==> config.mk <==
export PLATFORM = sky130hd
export DESIGN_NAME = npbc_dist
export DESIGN_NICKNAME = d
export VERILOG_FILES = /design/src/design/npbc_pkg.sv /design/src/design/npbc_dist.sv
export SDC_FILE = /design/constraint.sdc
export NUM_CORES = 2
export LEC_CHECK = 0
export ABC_AREA = 0
export BUFFER_PORTS_ARGS = -buffer_cell sky130_fd_sc_hd__buf_2
export CORE_ASPECT_RATIO = 1.25
export CORE_MARGIN = 5
export CORE_UTILIZATION = 35
export DETAILED_ROUTE_END_ITERATION = 8
export HOLD_SLACK_MARGIN = 0.06
export PLACE_DENSITY_LB_ADDON = 0.1
export SLEW_MARGIN = 20
export SYNTH_ARGS = -nofsm -noshare
export SYNTH_HDL_FRONTEND = slang
export SYNTH_SLANG_ARGS = --single-unit
==> constraint.sdc <==
create_clock -name clk -period 8.5 [get_ports clk]
set_input_delay 0.425 -clock clk [delete_from_list [all_inputs] [get_ports clk]]
set_output_delay 0.425 -clock clk [all_outputs]
set_load 0.01 [all_outputs]
==> src/design/npbc_pkg.sv <==
`default_nettype none

package npbc_pkg;

    localparam int MAX_POINTS = 1024;
    localparam int COORD_BITS = 24;
    localparam int IDX_BITS   = 10;
    localparam int SLOT_BITS  = $clog2(MAX_POINTS);
    localparam int CNT_BITS   = $clog2(MAX_POINTS + 1);
    localparam int DIFF_BITS  = COORD_BITS + 2;
    localparam int MAG_BITS   = COORD_BITS + 1;
    localparam int SQ_BITS    = 2 * MAG_BITS;
    localparam int DIST_BITS  = SQ_BITS + 2;

    typedef struct packed {
        logic signed [COORD_BITS-1:0] x;
        logic signed [COORD_BITS-1:0] y;
        logic signed [COORD_BITS-1:0] z;
        logic        [IDX_BITS-1:0]   idx;
    } point_t;

    typedef struct packed {
        logic signed [COORD_BITS-1:0] min_x;
        logic signed [COORD_BITS-1:0] min_y;
        logic signed [COORD_BITS-1:0] min_z;
        logic signed [COORD_BITS-1:0] max_x;
        logic signed [COORD_BITS-1:0] max_y;
        logic signed [COORD_BITS-1:0] max_z;
    } box_t;

    typedef enum logic {
        ST_LOAD,
        ST_SEARCH
    } state_t;

endpackage

`default_nettype wire

==> src/design/npbc_dist.sv <==
`default_nettype none

module npbc_dist (
    input  wire logic                           clk,
    input  wire logic                           rst_n,
    input  wire logic                           in_valid,
    input  wire npbc_pkg::point_t               in_pt,
    input  wire npbc_pkg::box_t                 box,
    output logic                                out_valid,
    output npbc_pkg::point_t                    out_pt,
    output logic [npbc_pkg::DIST_BITS-1:0]      out_dist
);
    import npbc_pkg::*;

    logic                  va_reg, vb_reg, vc_reg;
    point_t                pa_reg, pb_reg, pc_reg;
    logic [MAG_BITS-1:0]   ma_x_reg, ma_y_reg, ma_z_reg;
    logic [SQ_BITS-1:0]    sq_x_reg, sq_y_reg, sq_z_reg;
    logic [DIST_BITS-1:0]  dist_reg;

    logic signed [DIFF_BITS-1:0] d_x, d_y, d_z;
    logic        [MAG_BITS-1:0]  m_x, m_y, m_z;

    function automatic logic signed [DIFF_BITS-1:0] axis_diff(
        input logic signed [COORD_BITS-1:0] p,
        input logic signed [COORD_BITS-1:0] lo,
        input logic signed [COORD_BITS-1:0] hi
    );
        logic signed [DIFF_BITS-1:0] p2;
        logic signed [DIFF_BITS-1:0] s;
        p2 = DIFF_BITS'(p) <<< 1;
        s  = DIFF_BITS'(lo) + DIFF_BITS'(hi);
        return p2 - s;
    endfunction

    function automatic logic [MAG_BITS-1:0] axis_mag(input logic signed [DIFF_BITS-1:0] d);
        logic [DIFF_BITS-1:0] a;
        a = d[DIFF_BITS-1] ? DIFF_BITS'(-d) : DIFF_BITS'(d);
        return a[MAG_BITS-1:0];
    endfunction

    always_comb
    begin
        d_x = axis_diff(in_pt.x, box.min_x, box.max_x);
        d_y = axis_diff(in_pt.y, box.min_y, box.max_y);
        d_z = axis_diff(in_pt.z, box.min_z, box.max_z);
        m_x = axis_mag(d_x);
        m_y = axis_mag(d_y);
        m_z = axis_mag(d_z);
    end

    always_ff @(posedge clk or negedge rst_n)
    begin
        if (!rst_n)
        begin
            va_reg <= 1'b0;
            vb_reg <= 1'b0;
            vc_reg <= 1'b0;
        end
        else
        begin
            va_reg <= in_valid;
            vb_reg <= va_reg;
            vc_reg <= vb_reg;
        end
    end

    // magnitude, square, sum
    always_ff @(posedge clk)
    begin
        pa_reg   <= in_pt;
        ma_x_reg <= m_x;
        ma_y_reg <= m_y;
        ma_z_reg <= m_z;
        pb_reg   <= pa_reg;
        sq_x_reg <= ma_x_reg * ma_x_reg;
        sq_y_reg <= ma_y_reg * ma_y_reg;
        sq_z_reg <= ma_z_reg * ma_z_reg;
        pc_reg   <= pb_reg;
        dist_reg <= DIST_BITS'(sq_x_reg) + DIST_BITS'(sq_y_reg) + DIST_BITS'(sq_z_reg);
    end

    assign out_valid = vc_reg;
    assign out_pt    = pc_reg;
    assign out_dist  = dist_reg;

endmodule

`default_nettype wire

==> impl_metrics.csv <==
group,metric,value,unit
yosys,synthFlopType,"dfxtp_1",
timing,final-max-slew-violation-count,0,
clock_network,clock-sinks,523,
drt,drc,0,
global_route,overflow,0,
finish,drive_gt1_share,7.94,%
status,status,"complete, no violations",
drt,wl_met3,7150,µm
drt,drt-met1-wl,83600,µm
timing,hold_viol_final,0,
global_route,grt.total_usage,19.1,%
drt,avgViaCountPerCell,4.66,
timing,setup_viol_count_final,0,
yosys,syn_area,75100,µm²
place,dp_hpwl,181000,µm
place,gp_congestion,0.842,
finish,finalNetCount,10800,
timing,max_slew_margin,40.3,%
die,fp.coreArea,214000,µm²
yosys,syn_area_per_cell,9.46,µm²
die,dieArea,224000,µm²
critical_path,crit_fanout,12,
die,die_h,528,µm
critical_path,critPathKind,"reg -> reg",
global_route,grt_pass1_wl,333000,µm
yosys,ys_ff_latch,523,
yosys,synth_edf_count,0,
critical_path,worst-r2r-cell-count,26,
critical_path,crit_path_top_delay_cell,"dfxtp_1",
clock_network,cts_root_buffer,"clkbuf_16",
drt,highest_layer,"met4",
critical_path,required,9.15,ns
place,portBuffers,363,
finish,layout_commonest_cell,"inv_1",
timing,rsz0062_at_grt,"false",
timing,period_needed,7.94,ns
timing,setup_tns,0,ns
drt,first_pass_iters,5,
yosys,syn_inst,7943,
critical_path,max_stage_delay,0.75,ns
yosys,ys_async_sr_fraction,0.574,%
drt,drt_wl_total,210000,µm
clock_network,cts_buffer_depth,3,
finish,syn2layout_area_growth,11.4,%
yosys,synthDistinctLibCells,98,
global_route,grt_max_degree,29,
critical_path,cp-start-kind,"flip-flop",
clock_network,path_clk_slew,0.07,ns
timing,finalClockSkew,0.0671,ns
yosys,seq_area_frac_synth,14.0,%
critical_path,path_buf_inv,7,
clock_network,htree_levels,2,
critical_path,crit_family,"adder cells",
clock_network,clock_latency,0.75,ns
finish,final_cell_mix,"inv_1 (2211), fa_1 (1520), ha_1 (699)",
worst_hold_path,min_path_cells,5,
drt,met2_length,112000,µm
run,drv_cap,0,
timing,fmax,126,MHz
drt,wire_per_inst,18.7,µm
critical_path,arrival,8.59,ns
critical_path,path_depth,26,
clock_network,cts_tree,"built",
critical_path,end_kind,"flip-flop",
die,die_w,424,µm
critical_path,reg2reg_slack,0.56,ns
drt,vias,52300,
die,rows,190,
drt,drtAntennaViolNets,0,
worst_hold_path,hold_path.class,"in -> reg",
global_route,grt_pass1_vias,59300,
global_route,grt_antenna_before_repair,24,
critical_path,critical_path.most_common_cell,"fa_1",
timing,period_share,93.4,%
die,io_pins,364,
yosys,ys_warn_count,0,
drt,drtIter0Drc,2047,
timing,worst_pin_slew,0.894,ns
die,start_util,35.1,%
clock_network,cts_made_buffers,61,
-- metal layers --
layer	vias to the layer above	track usage, %
li1	24700	-
met1	26600	22.8
met4	0	5.99
met5	-	0
met2	851	36.1
met3	234	1.94
-- worst paths after layout --
check,start,endpoint
min,box[72],ma_z_reg[0]
max reg2reg,ma_y_reg[3],sq_y_reg[48]
max,ma_y_reg[3],sq_y_reg[48]
min in group asynchronous,rst_n,va_reg
max in group asynchronous,rst_n,out_valid
min reg2reg,pb_reg[60],out_pt[60]
-- worst register-to-register path, stage by stage, from the launching register on --
cell and delay, ns:
dfxtp_1 0.75, and2_1 0.28, inv_1 0.08, fa_1 0.53, inv_1 0.05, fa_1 0.53
inv_1 0.05, fa_1 0.45, fa_1 0.56, inv_1 0.06, fa_1 0.49, fa_1 0.52
inv_1 0.06, fa_1 0.50, inv_1 0.05, ha_1 0.35, a21o_1 0.18, a21o_1 0.16
a21oi_1 0.18, nor2_1 0.06, a2111oi_1 0.56, buf_4 0.22, a31oi_1 0.22, a41oi_1 0.38
o21bai_1 0.15, a221oi_1 0.31, xnor2_1 0.15
-- area by class of cell --
cell class / count / area, µm²
Clock inverter: 38 / 498
Timing Repair Buffer: 579 / 3650
Inverter: 2211 / 8300
Tap cell: 2784 / 3480
Antenna cell: 8 / 20.0
Fill cell: 21800 / 130000
Sequential cell: 523 / 10500
Multi-Input combinational cell: 5013 / 55600
Clock buffer: 77 / 1670
-- stage by stage --
stage | hold WS [ns] | util (%) | instance area (µm²) | std cells | setup slack (ns)
floorplan | 0.129 | - | 75100 | 7945 | 1.30
global placement | 0.219 | 37.7 | 80700 | 11000 | 0.277
detailed placement | 0.222 | 37.7 | 80700 | 11000 | 0.275
CTS | 0.152 | 39.1 | 83700 | 11200 | 0.265
global route | 0.264 | 39.1 | 83700 | 11200 | 0.0404
finish | 0.235 | 39.1 | 83700 | 11200 | 0.563
-- cell families after synthesis --
family / share of synthesized area [%]
compound gates: 7.45
other cells: 0.00499
fa+ha+maj: 52.1
simple gates: 10.2
flops: 14.0
buf+inv: 12.1
mux: 0.182
xor+xnor: 3.98
-- cells in the mapped netlist, types with 5 or more instances --
| library cell | n | share of area [%] |
|---|---|---|
| o41ai_1 | 8 | 0.093 |
| nand3_1 | 68 | 0.45 |
| a31oi_1 | 37 | 0.31 |
| a211o_1 | 14 | 0.16 |
| and3_1 | 50 | 0.42 |
| a211oi_1 | 29 | 0.29 |
| o21a_1 | 29 | 0.29 |
| a2111o_1 | 6 | 0.090 |
| clkbuf_1 | 188 | 0.94 |
| nor3_1 | 39 | 0.26 |
| o21ai_0 | 144 | 0.96 |
| mux2i_1 | 8 | 0.11 |
| and4_1 | 5 | 0.058 |
| xnor2_1 | 209 | 2.4 |
| o22ai_1 | 6 | 0.050 |
| a221oi_1 | 6 | 0.070 |
| o221ai_1 | 6 | 0.070 |
| nor2_1 | 230 | 1.1 |
| nand4_1 | 25 | 0.21 |
| a311oi_1 | 7 | 0.082 |
| a21o_1 | 135 | 1.3 |
| a2111oi_0 | 7 | 0.082 |
| a31o_2 | 7 | 0.082 |
| and2_1 | 389 | 3.2 |
| o31a_1 | 5 | 0.058 |
| fa_1 | 1520 | 41 |
| nand2b_1 | 26 | 0.22 |
| o2111ai_1 | 7 | 0.082 |
| a41oi_1 | 7 | 0.082 |
| a21oi_1 | 273 | 1.8 |
| or3_1 | 11 | 0.092 |
| buf_2 | 5 | 0.033 |
| o31ai_1 | 9 | 0.090 |
| inv_1 | 2211 | 11 |
| a221o_1 | 6 | 0.080 |
| xor2_1 | 132 | 1.5 |
| nand2_1 | 640 | 3.2 |
| dfxtp_1 | 520 | 14 |
| o211ai_1 | 22 | 0.22 |
| ha_1 | 699 | 12 |
| or2_2 | 20 | 0.17 |
| mux2_2 | 5 | 0.075 |
| nor2b_1 | 39 | 0.32 |
| o21bai_1 | 35 | 0.35 |
-- repair_timing --
item,CTS,global route
hold buffers,85,0
setup buffers,0,0
setup endpoints to repair,0,4
resized for setup,0,3
endpoints found under the hold margin,89,0
Power is left out: the tool's default activity adds up to more than one toggle a clock period on the data nets, which glitch-free logic cannot reach.
